`src/design/ut2cd_pkg.sv`:
```
// ut2cd_pkg: shared types, stage counts and constants of the unix time to calendar converter
// no dependencies; compiled before the interfaces and all modules

package ut2cd_pkg;

  // pipeline depth of each section
  localparam int unsigned TOD_STAGES  = 7;
  localparam int unsigned DATE_STAGES = 7;
  localparam int unsigned WDAY_STAGES = 5;
  localparam int unsigned N_STAGES    = TOD_STAGES + DATE_STAGES + WDAY_STAGES;

  // time of day split: t / 86400 done as (t >> 7) / 675
  localparam int unsigned DAY_SECS  = 86400;
  localparam int unsigned DAY_POW2  = 7;
  localparam int unsigned DAY_ODD   = 675;
  localparam int unsigned DAY_SH    = 34;
  localparam logic [24:0] DAY_M     =
    25'(((64'd1 << DAY_SH) + 64'(DAY_ODD) - 64'd1) / 64'(DAY_ODD));
  localparam int unsigned HOUR_SECS = 3600;
  localparam int unsigned HOUR_SH   = 29;
  localparam logic [17:0] HOUR_M    =
    18'(((64'd1 << HOUR_SH) + 64'(HOUR_SECS) - 64'd1) / 64'(HOUR_SECS));
  localparam int unsigned MIN_SECS  = 60;
  localparam int unsigned MIN_SH    = 18;
  localparam logic [12:0] MIN_M     =
    13'(((64'd1 << MIN_SH) + 64'(MIN_SECS) - 64'd1) / 64'(MIN_SECS));

  // julian day style date formulas
  localparam int unsigned JD_A_OFS    = 102032;
  localparam int unsigned JD_A_DIV    = 146097;
  localparam int unsigned JD_A_BASE   = 15;
  localparam int unsigned JD_B_OFS    = 2442113;
  localparam int unsigned JD_C_OFS    = 2442;
  localparam int unsigned JD_C_DIV    = 7305;
  localparam int unsigned C_SH        = 39;
  localparam logic [26:0] C_M         =
    27'(((64'd1 << C_SH) + 64'(JD_C_DIV) - 64'd1) / 64'(JD_C_DIV));
  localparam int unsigned YEAR_DAYS   = 365;
  localparam int unsigned E_SCALE     = 1000;
  localparam int unsigned E_DIV       = 30601;
  localparam int unsigned E_SH        = 34;
  localparam logic [19:0] E_M         =
    20'(((64'd1 << E_SH) + 64'(E_DIV) - 64'd1) / 64'(E_DIV));
  localparam int unsigned MONTH_WRAP  = 13;
  localparam int unsigned YEAR_OFS_LO = 4716;
  localparam int unsigned YEAR_OFS_HI = 4715;

  // 30*e + (601*e)/1000, indexed by e
  localparam logic [8:0] EOFF_TAB [16] = '{
    9'd0, 9'd30, 9'd61, 9'd91, 9'd122, 9'd153, 9'd183, 9'd214,
    9'd244, 9'd275, 9'd306, 9'd336, 9'd367, 9'd397, 9'd428, 9'd459
  };

  // zeller congruence
  localparam int unsigned CENT        = 100;
  localparam int unsigned CENT_SH     = 18;
  localparam logic [11:0] CENT_M      =
    12'(((64'd1 << CENT_SH) + 64'(CENT) - 64'd1) / 64'(CENT));
  localparam int unsigned CENT_WEIGHT = 5;
  localparam int unsigned WDAY_BIAS   = 5;
  localparam int unsigned WEEK_DAYS   = 7;
  localparam int unsigned WEEK_SH     = 12;
  localparam logic [9:0]  WEEK_M      =
    10'(((64'd1 << WEEK_SH) + 64'(WEEK_DAYS) - 64'd1) / 64'(WEEK_DAYS));

  // (26 * (m + 1)) / 10, indexed by zeller month m
  localparam logic [5:0] ZELLER_TAB [16] = '{
    6'd2, 6'd5, 6'd7, 6'd10, 6'd13, 6'd15, 6'd18, 6'd20,
    6'd23, 6'd26, 6'd28, 6'd31, 6'd33, 6'd36, 6'd39, 6'd41
  };

  typedef struct packed {
    logic [4:0] hour;
    logic [5:0] minute;
    logic [5:0] second;
  } hms_t;

  typedef struct packed {
    logic [14:0] days;
    hms_t        hms;
  } tod_t;

  typedef struct packed {
    hms_t        hms;
    logic [10:0] year;
    logic [3:0]  month;
    logic [4:0]  mday;
  } date_t;

  typedef struct packed {
    date_t      date;
    logic [2:0] weekday;
  } cal_t;

endpackage

```
`src/design/ut2cd_in_if.sv`:
```
// ut2cd_in_if: valid/ready channel carrying one signed unix time in seconds
// no dependencies

interface ut2cd_in_if;
  logic               valid;
  logic               ready;
  logic signed [31:0] unix_seconds;

  modport source (output valid, output unix_seconds, input ready);
  modport sink (input valid, input unix_seconds, output ready);
endinterface

```
`src/design/ut2cd_out_if.sv`:
```
// ut2cd_out_if: valid/ready channel carrying one calendar date with time of day
// no dependencies

interface ut2cd_out_if;
  logic       valid;
  logic       ready;
  logic [5:0] second;
  logic [5:0] minute;
  logic [4:0] hour;
  logic [10:0] year;
  logic [3:0] month;
  logic [4:0] day_of_month;
  logic [2:0] weekday;

  modport source (output valid, output second, output minute, output hour, output year,
                  output month, output day_of_month, output weekday, input ready);
  modport sink (input valid, input second, input minute, input hour, input year,
                input month, input day_of_month, input weekday, output ready);
endinterface

```
`src/design/ut2cd_tod.sv`:
```
// ut2cd_tod: splits clamped seconds into day count, hour, minute and second
// depends on ut2cd_pkg; stage loads are driven by the top level

module ut2cd_tod (
  input  logic                                clk_i,
  input  logic [ut2cd_pkg::TOD_STAGES-1:0]    en_i,
  input  logic [30:0]                         secs_i,
  output ut2cd_pkg::tod_t                     tod_o
);
  import ut2cd_pkg::*;

  logic [30:0] t1_q, t2_q;
  logic [48:0] pday_d, pday_q;
  logic [14:0] days2_d, days2_q, days3_q, days4_q, days5_q, days6_q;
  logic [16:0] sod3_d, sod3_q, sod4_q;
  logic [34:0] phr4_d, phr4_q;
  logic [4:0]  hour5_d, hour5_q, hour6_q;
  logic [11:0] rem5_d, rem5_q, rem6_q;
  logic [24:0] pmin6_d, pmin6_q;
  logic [5:0]  minute7_d, second7_d;
  tod_t        tod_q;

  always_comb begin
    pday_d    = 49'(secs_i[30:DAY_POW2]) * 49'(DAY_M);
    days2_d   = pday_q[DAY_SH +: 15];
    sod3_d    = 17'(t2_q - 31'(days2_q) * 31'(DAY_SECS));
    phr4_d    = 35'(sod3_q) * 35'(HOUR_M);
    hour5_d   = phr4_q[HOUR_SH +: 5];
    rem5_d    = 12'(sod4_q - 17'(hour5_d) * 17'(HOUR_SECS));
    pmin6_d   = 25'(rem5_q) * 25'(MIN_M);
    minute7_d = pmin6_q[MIN_SH +: 6];
    second7_d = 6'(rem6_q - 12'(minute7_d) * 12'(MIN_SECS));
  end

  always_ff @(posedge clk_i) begin
    if (en_i[0]) begin
      t1_q   <= secs_i;
      pday_q <= pday_d;
    end
    if (en_i[1]) begin
      t2_q    <= t1_q;
      days2_q <= days2_d;
    end
    if (en_i[2]) begin
      days3_q <= days2_q;
      sod3_q  <= sod3_d;
    end
    if (en_i[3]) begin
      days4_q <= days3_q;
      sod4_q  <= sod3_q;
      phr4_q  <= phr4_d;
    end
    if (en_i[4]) begin
      days5_q <= days4_q;
      hour5_q <= hour5_d;
      rem5_q  <= rem5_d;
    end
    if (en_i[5]) begin
      days6_q <= days5_q;
      hour6_q <= hour5_q;
      rem6_q  <= rem5_q;
      pmin6_q <= pmin6_d;
    end
    if (en_i[6]) begin
      tod_q.days       <= days6_q;
      tod_q.hms.hour   <= hour6_q;
      tod_q.hms.minute <= minute7_d;
      tod_q.hms.second <= second7_d;
    end
  end

  assign tod_o = tod_q;

endmodule

```
`src/design/ut2cd_date.sv`:
```
// ut2cd_date: turns the day count into gregorian year, month and day of month
// depends on ut2cd_pkg; time of day fields ride along unchanged

module ut2cd_date (
  input  logic                                clk_i,
  input  logic [ut2cd_pkg::DATE_STAGES-1:0]   en_i,
  input  ut2cd_pkg::tod_t                     tod_i,
  output ut2cd_pkg::date_t                    date_o
);
  import ut2cd_pkg::*;

  logic        a_hi;
  logic [4:0]  a1;
  logic [21:0] b1_d, b1_q, b2_q, b3_q;
  logic [25:0] n2_d, n2_q;
  logic [52:0] pc3_d, pc3_q;
  logic [12:0] c4_d, c4_q, c5_q, c6_q;
  logic [8:0]  d4_d, d4_q, d5_q, d6_q;
  logic [18:0] ne5_d, ne5_q;
  logic [38:0] pe6_d, pe6_q;
  logic [3:0]  e7;
  hms_t        hms1_q, hms2_q, hms3_q, hms4_q, hms5_q, hms6_q;
  date_t       date7_d, date_q;

  always_comb begin
    // a is 15 or 16 over the whole input range
    a_hi  = (18'({tod_i.days, 2'b00}) + 18'(JD_A_OFS)) >= 18'(JD_A_DIV);
    a1    = 5'(JD_A_BASE) + 5'(a_hi);
    b1_d  = 22'(tod_i.days) + 22'(JD_B_OFS) + 22'(a1) - 22'(a1 >> 2);
    n2_d  = (26'(b1_q) << 4) + (26'(b1_q) << 2) - 26'(JD_C_OFS);
    pc3_d = 53'(n2_q) * 53'(C_M);
    c4_d  = pc3_q[C_SH +: 13];
    d4_d  = 9'(22'(b3_q) - 22'(c4_d) * 22'(YEAR_DAYS) - 22'(c4_d >> 2));
    ne5_d = 19'(d4_q) * 19'(E_SCALE);
    pe6_d = 39'(ne5_q) * 39'(E_M);

    e7           = pe6_q[E_SH +: 4];
    date7_d.hms  = hms6_q;
    date7_d.mday = 5'(d6_q - EOFF_TAB[e7]);
    if (e7 <= 4'(MONTH_WRAP)) begin
      date7_d.year  = 11'(c6_q - 13'(YEAR_OFS_LO));
      date7_d.month = e7 - 4'd1;
    end else begin
      date7_d.year  = 11'(c6_q - 13'(YEAR_OFS_HI));
      date7_d.month = e7 - 4'(MONTH_WRAP);
    end
  end

  always_ff @(posedge clk_i) begin
    if (en_i[0]) begin
      b1_q   <= b1_d;
      hms1_q <= tod_i.hms;
    end
    if (en_i[1]) begin
      b2_q   <= b1_q;
      n2_q   <= n2_d;
      hms2_q <= hms1_q;
    end
    if (en_i[2]) begin
      b3_q   <= b2_q;
      pc3_q  <= pc3_d;
      hms3_q <= hms2_q;
    end
    if (en_i[3]) begin
      c4_q   <= c4_d;
      d4_q   <= d4_d;
      hms4_q <= hms3_q;
    end
    if (en_i[4]) begin
      c5_q   <= c4_q;
      d5_q   <= d4_q;
      ne5_q  <= ne5_d;
      hms5_q <= hms4_q;
    end
    if (en_i[5]) begin
      c6_q   <= c5_q;
      d6_q   <= d5_q;
      pe6_q  <= pe6_d;
      hms6_q <= hms5_q;
    end
    if (en_i[6]) begin
      date_q <= date7_d;
    end
  end

  assign date_o = date_q;

endmodule

```
`src/design/ut2cd_wday.sv`:
```
// ut2cd_wday: weekday by zeller congruence, 1 monday through 7 sunday
// depends on ut2cd_pkg; date and time fields ride along unchanged

module ut2cd_wday (
  input  logic                                clk_i,
  input  logic [ut2cd_pkg::WDAY_STAGES-1:0]   en_i,
  input  ut2cd_pkg::date_t                    date_i,
  output ut2cd_pkg::cal_t                     cal_o
);
  import ut2cd_pkg::*;

  logic        early;
  logic [10:0] zy1_d, zy1_q;
  logic [3:0]  zm1_d, zm1_q, zm2_q;
  logic [22:0] pcent1_d, pcent1_q;
  logic [4:0]  cent2_d, cent2_q;
  logic [6:0]  yoc2_d, yoc2_q;
  logic [8:0]  hh3_d, hh3_q, hh4_q;
  logic [18:0] pw4_d, pw4_q;
  logic [6:0]  q5;
  logic [2:0]  r5;
  date_t       date1_q, date2_q, date3_q, date4_q;
  cal_t        cal_q;

  always_comb begin
    // january and february count as months 13 and 14 of the year before
    early    = date_i.month <= 4'd2;
    zy1_d    = early ? date_i.year - 11'd1 : date_i.year;
    zm1_d    = early ? date_i.month + 4'd12 : date_i.month;
    pcent1_d = 23'(zy1_d) * 23'(CENT_M);
    cent2_d  = pcent1_q[CENT_SH +: 5];
    yoc2_d   = 7'(zy1_q - 11'(cent2_d) * 11'(CENT));
    hh3_d    = 9'(date2_q.mday) + 9'(ZELLER_TAB[zm2_q]) + 9'(yoc2_q) + 9'(yoc2_q >> 2)
             + 9'(cent2_q) * 9'(CENT_WEIGHT) + 9'(cent2_q >> 2) + 9'(WDAY_BIAS);
    pw4_d    = 19'(hh3_q) * 19'(WEEK_M);
    q5       = pw4_q[WEEK_SH +: 7];
    r5       = 3'(hh4_q - 9'(q5) * 9'(WEEK_DAYS));
  end

  always_ff @(posedge clk_i) begin
    if (en_i[0]) begin
      zy1_q    <= zy1_d;
      zm1_q    <= zm1_d;
      pcent1_q <= pcent1_d;
      date1_q  <= date_i;
    end
    if (en_i[1]) begin
      cent2_q <= cent2_d;
      yoc2_q  <= yoc2_d;
      zm2_q   <= zm1_q;
      date2_q <= date1_q;
    end
    if (en_i[2]) begin
      hh3_q   <= hh3_d;
      date3_q <= date2_q;
    end
    if (en_i[3]) begin
      hh4_q   <= hh3_q;
      pw4_q   <= pw4_d;
      date4_q <= date3_q;
    end
    if (en_i[4]) begin
      cal_q.date    <= date4_q;
      cal_q.weekday <= r5 + 3'd1;
    end
  end

  assign cal_o = cal_q;

endmodule

```
`src/design/unix_time_to_calendar_date.sv`:
```
// unix_time_to_calendar_date: top level, unix seconds to date, time of day and weekday
// depends on ut2cd_pkg, ut2cd_in_if, ut2cd_out_if, ut2cd_tod, ut2cd_date, ut2cd_wday
//
//   port          dir  payload                                        meaning
//   unix_time_i   in   unix_seconds (s32)                              seconds since epoch
//   cal_date_o    out  second, minute, hour, year, month,              calendar result
//                      day_of_month, weekday
//
// one transfer in and one transfer out per cycle, sustained while cal_date_o.ready is high;
// the datapath is a chain of reciprocal multiplies, each followed by a register
// reset clears only the stage valid bits; data registers are not reset
// each stage holds while it is full and the stage after it cannot load, so bubbles close up and
// ready drops only when all 19 stages hold an item

module unix_time_to_calendar_date (
  input  logic         clk_i,
  input  logic         rst_ni,
  ut2cd_in_if.sink     unix_time_i,
  ut2cd_out_if.source  cal_date_o
);
  import ut2cd_pkg::*;

  localparam int unsigned LAST = N_STAGES - 1;

  logic [N_STAGES-1:0] v_d, v_q;
  logic [N_STAGES-1:0] en;
  logic [30:0]         secs;
  tod_t                tod;
  date_t               date;
  cal_t                cal;

  // stage k may load when it is empty or its item moves on this cycle
  assign en[LAST] = !v_q[LAST] || cal_date_o.ready;
  for (genvar k = 0; k < LAST; k++) begin : g_en
    assign en[k] = !v_q[k] || en[k+1];
  end

  // valid bits travel with the data
  always_comb begin
    v_d = v_q;
    if (en[0]) begin
      v_d[0] = unix_time_i.valid;
    end
    for (int k = 1; k < N_STAGES; k++) begin
      if (en[k]) begin
        v_d[k] = v_q[k-1];
      end
    end
  end

  always_ff @(posedge clk_i or negedge rst_ni) begin
    if (!rst_ni) begin
      v_q <= '0;
    end else begin
      v_q <= v_d;
    end
  end

  assign unix_time_i.ready = en[0];

  // negative and zero times clamp to the epoch
  assign secs = unix_time_i.unix_seconds[31] ? '0 : unix_time_i.unix_seconds[30:0];

  // hour, minute, second and day count
  ut2cd_tod u_tod (
    .clk_i  (clk_i),
    .en_i   (en[TOD_STAGES-1:0]),
    .secs_i (secs),
    .tod_o  (tod)
  );

  // year, month, day of month
  ut2cd_date u_date (
    .clk_i  (clk_i),
    .en_i   (en[TOD_STAGES +: DATE_STAGES]),
    .tod_i  (tod),
    .date_o (date)
  );

  // weekday; its last stage is the output register
  ut2cd_wday u_wday (
    .clk_i  (clk_i),
    .en_i   (en[LAST -: WDAY_STAGES]),
    .date_i (date),
    .cal_o  (cal)
  );

  assign cal_date_o.valid        = v_q[LAST];
  assign cal_date_o.second       = cal.date.hms.second;
  assign cal_date_o.minute       = cal.date.hms.minute;
  assign cal_date_o.hour         = cal.date.hms.hour;
  assign cal_date_o.year         = cal.date.year;
  assign cal_date_o.month        = cal.date.month;
  assign cal_date_o.day_of_month = cal.date.mday;
  assign cal_date_o.weekday      = cal.weekday;

  // input stalls only when every stage holds an item
  a_no_bubble_stall : assert property (@(posedge clk_i) disable iff (!rst_ni)
    !unix_time_i.ready |-> (&v_q))
    else $error("input stalled while the pipeline has a bubble");

  // time of day fields stay in range, catches a reciprocal slip
  a_tod_range : assert property (@(posedge clk_i) disable iff (!rst_ni)
    cal_date_o.valid |-> (cal_date_o.second < 6'd60 && cal_date_o.minute < 6'd60 &&
                          cal_date_o.hour < 5'd24))
    else $error("time of day field out of range");

  // date fields stay in range
  a_date_range : assert property (@(posedge clk_i) disable iff (!rst_ni)
    cal_date_o.valid |-> (cal_date_o.year >= 11'd1970 && cal_date_o.year <= 11'd2038 &&
                          cal_date_o.month >= 4'd1 && cal_date_o.month <= 4'd12 &&
                          cal_date_o.day_of_month != 5'd0 && cal_date_o.weekday != 3'd0))
    else $error("date field out of range");

endmodule
```
`src/flat_wrapper.sv`:
```
// flat-port wrapper written by rule: the top's interface ports become plain ports
module unix_time_to_calendar_date_flat import ut2cd_pkg::*;
  (clk_i, rst_ni, unix_time_i_valid, unix_time_i_unix_seconds, unix_time_i_ready, cal_date_o_valid, cal_date_o_second, cal_date_o_minute, cal_date_o_hour, cal_date_o_year, cal_date_o_month, cal_date_o_day_of_month, cal_date_o_weekday, cal_date_o_ready);
  ut2cd_in_if unix_time_i_i ();
  ut2cd_out_if cal_date_o_i ();
  input  logic clk_i;
  input  logic rst_ni;
  input wire logic [$bits(unix_time_i_i.valid)-1:0] unix_time_i_valid;
  input wire logic [$bits(unix_time_i_i.unix_seconds)-1:0] unix_time_i_unix_seconds;
  output wire logic [$bits(unix_time_i_i.ready)-1:0] unix_time_i_ready;
  output wire logic [$bits(cal_date_o_i.valid)-1:0] cal_date_o_valid;
  output wire logic [$bits(cal_date_o_i.second)-1:0] cal_date_o_second;
  output wire logic [$bits(cal_date_o_i.minute)-1:0] cal_date_o_minute;
  output wire logic [$bits(cal_date_o_i.hour)-1:0] cal_date_o_hour;
  output wire logic [$bits(cal_date_o_i.year)-1:0] cal_date_o_year;
  output wire logic [$bits(cal_date_o_i.month)-1:0] cal_date_o_month;
  output wire logic [$bits(cal_date_o_i.day_of_month)-1:0] cal_date_o_day_of_month;
  output wire logic [$bits(cal_date_o_i.weekday)-1:0] cal_date_o_weekday;
  input wire logic [$bits(cal_date_o_i.ready)-1:0] cal_date_o_ready;
  assign unix_time_i_i.valid = unix_time_i_valid;
  assign unix_time_i_i.unix_seconds = unix_time_i_unix_seconds;
  assign unix_time_i_ready = unix_time_i_i.ready;
  assign cal_date_o_valid = cal_date_o_i.valid;
  assign cal_date_o_second = cal_date_o_i.second;
  assign cal_date_o_minute = cal_date_o_i.minute;
  assign cal_date_o_hour = cal_date_o_i.hour;
  assign cal_date_o_year = cal_date_o_i.year;
  assign cal_date_o_month = cal_date_o_i.month;
  assign cal_date_o_day_of_month = cal_date_o_i.day_of_month;
  assign cal_date_o_weekday = cal_date_o_i.weekday;
  assign cal_date_o_i.ready = cal_date_o_ready;
  unix_time_to_calendar_date u_core (.clk_i(clk_i), .rst_ni(rst_ni), .unix_time_i(unix_time_i_i), .cal_date_o(cal_date_o_i));
endmodule
```
`config.mk`:
```
export PLATFORM = sky130hd
export DESIGN_NAME = unix_time_to_calendar_date_flat
export DESIGN_NICKNAME = d
export VERILOG_FILES = /design/src/design/ut2cd_pkg.sv /design/src/design/ut2cd_in_if.sv /design/src/design/ut2cd_out_if.sv /design/src/design/ut2cd_tod.sv /design/src/design/ut2cd_date.sv /design/src/design/ut2cd_wday.sv /design/src/design/unix_time_to_calendar_date.sv /design/src/flat_wrapper.sv
export SDC_FILE = /design/constraint.sdc
export NUM_CORES = 2
export LEC_CHECK = 0
export BUFFER_PORTS_ARGS = -buffer_cell sky130_fd_sc_hd__buf_2
export CAP_MARGIN = 0
export CELL_PAD_IN_SITES_DETAIL_PLACEMENT = 1
export CELL_PAD_IN_SITES_GLOBAL_PLACEMENT = 2
export CORE_MARGIN = 2
export CORE_UTILIZATION = 50
export CTS_CLUSTER_SIZE = 14
export DETAILED_ROUTE_END_ITERATION = 12
export GPL_ROUTABILITY_DRIVEN = 0
export PLACE_DENSITY = 0.95
export SETUP_SLACK_MARGIN = 0.05
export SLEW_MARGIN = 40
export SYNTH_ARGS = -nofsm -noshare
export SYNTH_HDL_FRONTEND = slang
export SYNTH_SLANG_ARGS = --single-unit
export TNS_END_PERCENT = 100
```
`constraint.sdc`:
```
create_clock -name clk_i -period 12.8 [get_ports clk_i]
set_input_delay 1.28 -clock clk_i [delete_from_list [all_inputs] [get_ports clk_i]]
set_output_delay 1.28 -clock clk_i [all_outputs]
set_load 0.02 [all_outputs]
```
**Word-level counts from Yosys, hierarchy flattened**

Memories as Yosys holds them, arrays and structs flattened.
Cells that the tools add are included.

- Memory bits (read-only): 240
- Flip-flop bits (word level): 949
- Bits of input ports: 36
- Logic and storage cells: 215
- Output and inout port bits: 42
- Memories kept: 2

Memory list:

| memory | depth | width | rd ports | clocked after Yosys merged registers in | write ports | RTL line | text |
|---|---|---|---|---|---|---|---|
| (name not given) | 16 | 9 | 1 | 0 | 0 | ut2cd_date.sv:39 | `date7_d.mday = 5'(d6_q - EOFF_TAB[e7]);` |
| (name not given) | 16 | 6 | 1 | 0 | 0 | ut2cd_wday.sv:33 | `hh3_d = 9'(date2_q.mday) + 9'(ZELLER_TAB[zm2_q]) + 9'(yoc2_q) + 9'(yoc2_q >> 2)` |

- $mul: 15
- Multiplexer cells: 8
- Reductions and logical operators: 38
- $add $sub $neg: 28
- $lt $le $gt $ge: 5
- Bitwise operators: 2

Operators with widths:

| kind | count |
|---|---|
| $mul 26x26->51 const B | 1 |
| $mul 24x25->49 const B | 1 |
| $mul 17x18->34 const B | 1 |
| $mul 16x17->32 const B | 1 |
| $mux 31 | 1 |
| $add 26x24->26 | 1 |
| $sub 26x12->26 const B | 1 |
| $mul 12x12->23 const B | 1 |
| $add 15x22->22 const B | 1 |
| $add 22x5->22 | 1 |
| $mul 11x11->22 const B | 1 |
| $sub 11x10->11 const B | 2 |
| $sub 22x3->22 | 1 |
| $logic_not 1->1 | 19 |
| $logic_or 1x1->1 | 19 |
| $add 17x17->18 const B | 1 |
| $ge 18x18->1 const B | 1 |
| $mul 9x9->18 const B | 1 |
| $sub 9x9->9 | 2 |
| $sub 17x17->17 | 1 |
| $mul 9x7->16 const B | 1 |
| $mul 15x10->10 const B | 1 |
| $mux 15 | 1 |
| $mul 13x9->9 const B | 1 |
| 30 further kinds | 34 |

**Depth between registers and ports, before layout**

- Word-level depth: 20
- Mapped depth: 28
- Gate-level depth less buffers: 28

**Hierarchy**

Synthesis repeated with hierarchy kept, for this count alone.

- Cell total of the unflattened synthesis: 4864
- Area, all modules: 60981.0 um^2

Modules (own cells, without submodules):

| module | cells each | seq. area each (um^2) | times used | area each (um^2) |
|---|---|---|---|---|
| ut2cd_date | 2056 | 8197.9 | 1 | 25116.6 |
| ut2cd_tod | 1904 | 6726.5 | 1 | 22738.1 |
| ut2cd_wday | 798 | 6936.7 | 1 | 12085.3 |
| unix_time_to_calendar_date | 106 | 475.5 | 1 | 1041.0 |

**Worst setup path after synthesis**

OpenSTA, ideal clock, no wires.

- Path kind: input-to-reg
- Start: input port unix_time_i_unix_seconds[31]
- End: register u_core.u_tod.pday_q[48], data pin
- Buffers on the path: 1
- Arrival: 7.532 ns
- Library setup time: 0.259 ns
- Cell stages on the path: 26
- Setup slack: 5.009 ns
- Cell sequence: inv_1 -> clkbuf_1 -> nand2_1 -> inv_1 -> fa_1 -> ha_1 -> inv_1 -> fa_1 -> fa_1 -> inv_1 -> fa_1 -> inv_1 -> fa_1 -> inv_1 -> fa_1 -> ha_1 -> nand2_1 -> o21ai_0 -> a21o_1 -> a21o_1 -> a21o_1 -> a21o_1 -> a221oi_1 -> a21oi_1 -> o211a_1 -> a211o_1

- Longest elaborated chain between the ends: 2

RTL lines:

| what | RTL line | text |
|---|---|---|
| start, declared | flat_wrapper.sv:9 | `input wire logic [$bits(unix_time_i_i.unix_seconds)-1:0] unix_time_i_unix_seconds;` |
| $mux 31 | unix_time_to_calendar_date.sv:62 | `assign secs = unix_time_i.unix_seconds[31] ? '0 : unix_time_i.unix_seconds[30:0];` |
| $mul 24x25->49 | ut2cd_tod.sv:24 | `pday_d = 49'(secs_i[30:DAY_POW2]) * 49'(DAY_M);` |
| via u_core.u_tod.pday_d[48] | ut2cd_tod.sv:13 | `logic [48:0] pday_d, pday_q;` |
| end signal, assigned | ut2cd_tod.sv:38 | `pday_q <= pday_d;` |
| end, declared | ut2cd_tod.sv:13 |  |

The timed path passes the listed nets, and every way through them passes these cells.
A chain may end at the register's enable or synchronous reset.

**Final worst setup path**

- Start: input port unix_time_i_unix_seconds[31]
- End: register u_core.u_tod.pday_q[41], data pin

The elaborated chain is that of the path after synthesis.

==> flow_summary.json <==
{
  "layout-drive-gt1-share_pct": 5.61,
  "portBuffers": 77,
  "async_flop_share_pct": 2.54,
  "root_buffer": "clkbuf_16",
  "num_antenna_cells": 0,
  "cts_buffer_depth": 3,
  "synthToLayoutAreaGrowth_pct": 8.95,
  "rows": 127,
  "ys_warn_count": 0,
  "grt.total_usage_pct": 24.0,
  "syn_avg_cell_area_sq_um": 12.7,
  "syn_nets": 6552,
  "globalRouteOverflowTotal": 0,
  "synth.yosys.seq_area_share_pct": 37.0,
  "synth_largest_area_cell": "edfxtp_1",
  "synthTopCellsByArea": "edfxtp_1 36%, ha_1 23%, fa_1 21%, inv_1 7.7%, xnor2_1 2.1%",
  "r2r_setup_slack_ns": 5.02,
  "path_class": "in -> reg",
  "layout.nets": 6731,
  "dpl.hpwl_um": 115000,
  "rsz0062_at_grt": "false",
  "hold_end": "u_core.u_tod.days4_q[6]",
  "hp-class": "reg -> reg",
  "setup_viol": 0,
  "whs_path_depth": 0,
  "layout_common_cells": "1,231 x inv_1, 1,130 x ha_1, 728 x edfxtp_1",
  "die_h_um": 351,
  "worstMarginPinSlew_ns": 0.880,
  "cp.arrival_ns": 9.06,
  "skew_ns": 0.0447,
  "ys_seq_elements": 747,
  "wirelength_um": 143000,
  "synth_cells": 4765,
  "core_sq_um": 120000,
  "fill_cells": 12200,
  "yosysUniqueCellTypes": 81,
  "wire_per_inst_um": 21.6,
  "grt_pass1_wl_um": 227000,
  "finalCriticalPeriod_ns": 8.67,
  "final_common_cell": "inv_1",
  "tns_ns": 0,
  "vias_per_cell": 5.28,
  "synth_top_area_share_pct": 36.2,
  "max_freq_mhz": 115,
  "reg2reg_depth": 24,
  "post-route-util_pct": 54.8,
  "cts_sinks": 747,
  "cp-startpoint": "unix_time_i_unix_seconds[31]",
  "crit_path_top_delay_cell": "a2111oi_1",
  "antenna_found_initial": 0,
  "path_cells": "buf_2 -> inv_1 -> nand2_1 -> inv_1 -> fa_1 -> ha_1 -> inv_1 -> fa_1 -> inv_1 -> fa_1 -> inv_1 -> fa_1 -> fa_1 -> fa_1 -> inv_1 -> ha_1 -> nand3_1 -> a2111oi_1 -> a211oi_1 -> o31ai_1 -> o211ai_1 -> a21boi_0 -> nor2_1",
  "slew_viol_final": 0,
  "cp-end-kind": "flip-flop",
  "cts_hold_buffers": 0,
  "start_util_pct": 50.3,
  "grt_max_degree": 54,
  "remaining_drc_errors": 0,
  "outcome": "completed",
  "worst_ep_required_time_ns": 13.18,
  "die_area_sq_um": 123000,
  "insertion_delay_ns": 0.67,
  "cp_slowest_stage_delay_ns": 0.70,
  "whs_ns": 0.397,
  "seq_area_sq_um": 22300,
  "fin_crit_sh_pct": 67.7,
  "multi_input_area_sq_um": 33400,
  "hold_viol_final": 0,
  "die_w_um": 351,
  "drtIter0Drc": 1715,
  "relSlewSlack_pct": 41.2,
  "netlist_area_sq_um": 60300,
  "synth-edff-count": 728,
  "r2r_start": "u_core.u_date.date_o[7]",
  "vias": 35000,
  "pin_count": 78,
  "hp-start": "u_core.u_tod.days3_q[6]",
  "cts_buffers": 81,
  "antenna_left": 0,
  "path_max_fanout": 27,
  "first_global_vias": 41400,
  "cts_tree": "done",
  "htree_levels": 3,
  "critPathLaunchType": "input pin",
  "drtPass1Iterations": 7,
  "drv_cap": 0,
  "synth_ff_type": "edfxtp_1",
  "cts_repair_resize_count": 0,
  "post_cts_buffers": 0,
  "cts.clk_slew.worst_paths_ns": 0.07,
  "worstReg2RegEnd": "u_core.u_wday.pcent1_q[21]"
}
## cell families after synthesis
logic type / share of synthesized area (%)
buf+inv: 7.77
fa+ha+maj: 44.1
simple gates: 3.39
xor+xnor: 2.90
compound gates: 4.61
mux: 0.249
flops: 37.0
## state kept, by name, summed over array words and instances (netlist names), 19 cells and up
register / count
u_core.u_date.date_o: 37
u_core.u_date.n2_q: 19
u_core.u_tod.tod_o: 32
u_core.u_wday.cal_o: 40
u_core.u_wday.date1_q: 35
u_core.u_wday.date2_q: 35
u_core.u_wday.date3_q: 37
u_core.u_wday.date4_q: 37
u_core.v_q: 19
## stage by stage
stage / instances / cell area, sq um / worst slack, ns
2_1_floorplan: 4765 / 60300 / 5.01
3_3_place_gp: 6473 / 62900 / 3.75
3_5_place_dp: 6473 / 62900 / 3.59
4_1_cts: 6623 / 65700 / 4.18
5_1_grt: 6623 / 65700 / 3.77
6_report: 6623 / 65700 / 4.13
## critical path, delay by kind of cell
family,cells,cell delay (ns)
buffers and inverters,7,1.31
AOI/OAI and AO/OA,5,2.16
and+or+nand+nor,3,0.56
adders and majority gates,8,3.72
## cells in the mapped netlist, types with 13 or more instances
master	number
o21bai_1	21
nand3_1	29
a21oi_1	107
dfrtp_1	19
nand2_1	92
nor3_1	28
ha_1	1130
nand2b_1	36
fa_1	621
xor2_1	54
nor2_1	91
edfxtp_1	728
o21ai_0	59
nor2b_1	36
nand4_1	17
xnor2_1	146
inv_1	1234
a21o_1	76
a211oi_1	14
o21a_1	21
or2_2	13
and3_1	13
and2_1	13
## worst max path at each step
| stage | to | slack (ns) | cells past startpoint |
|---|---|---|---|
| after floorplan | u_core.u_tod.pday_q[48] | 5.01 | 26 |
| after global placement | u_core.u_tod.pday_q[43] | 3.75 | 23 |
| after detailed placement | u_core.u_tod.pday_q[46] | 3.59 | 23 |
| after CTS | u_core.u_tod.pday_q[41] | 4.18 | 23 |
| after global routing | u_core.u_tod.pday_q[41] | 3.77 | 23 |
| final | u_core.u_tod.pday_q[41] | 4.13 | 23 |
## layout make-up
type | instances | area share [%]
inverters | 1234 | 7.06
clock buffers | 103 | 3.29
clock inverters | 47 | 0.897
flip-flops and latches | 747 | 34.0
well taps | 1612 | 3.07
repair buffers | 108 | 0.941
multi-input cells | 2772 | 50.8
## metal layers
layer / share of wire, % / vias to the layer above / global-route usage, %
met3: 2.5 / 293 / 2.43
met1: 39 / 18000 / 27.7
met2: 54 / 615 / 45.7
met4: 4.0 / 0 / 8.97
li1: - / 16100 / -
met5: 0 / - / 0
Power is not shown: default switching activity piles up to over one toggle a cycle in this logic, so the estimate is an artifact.
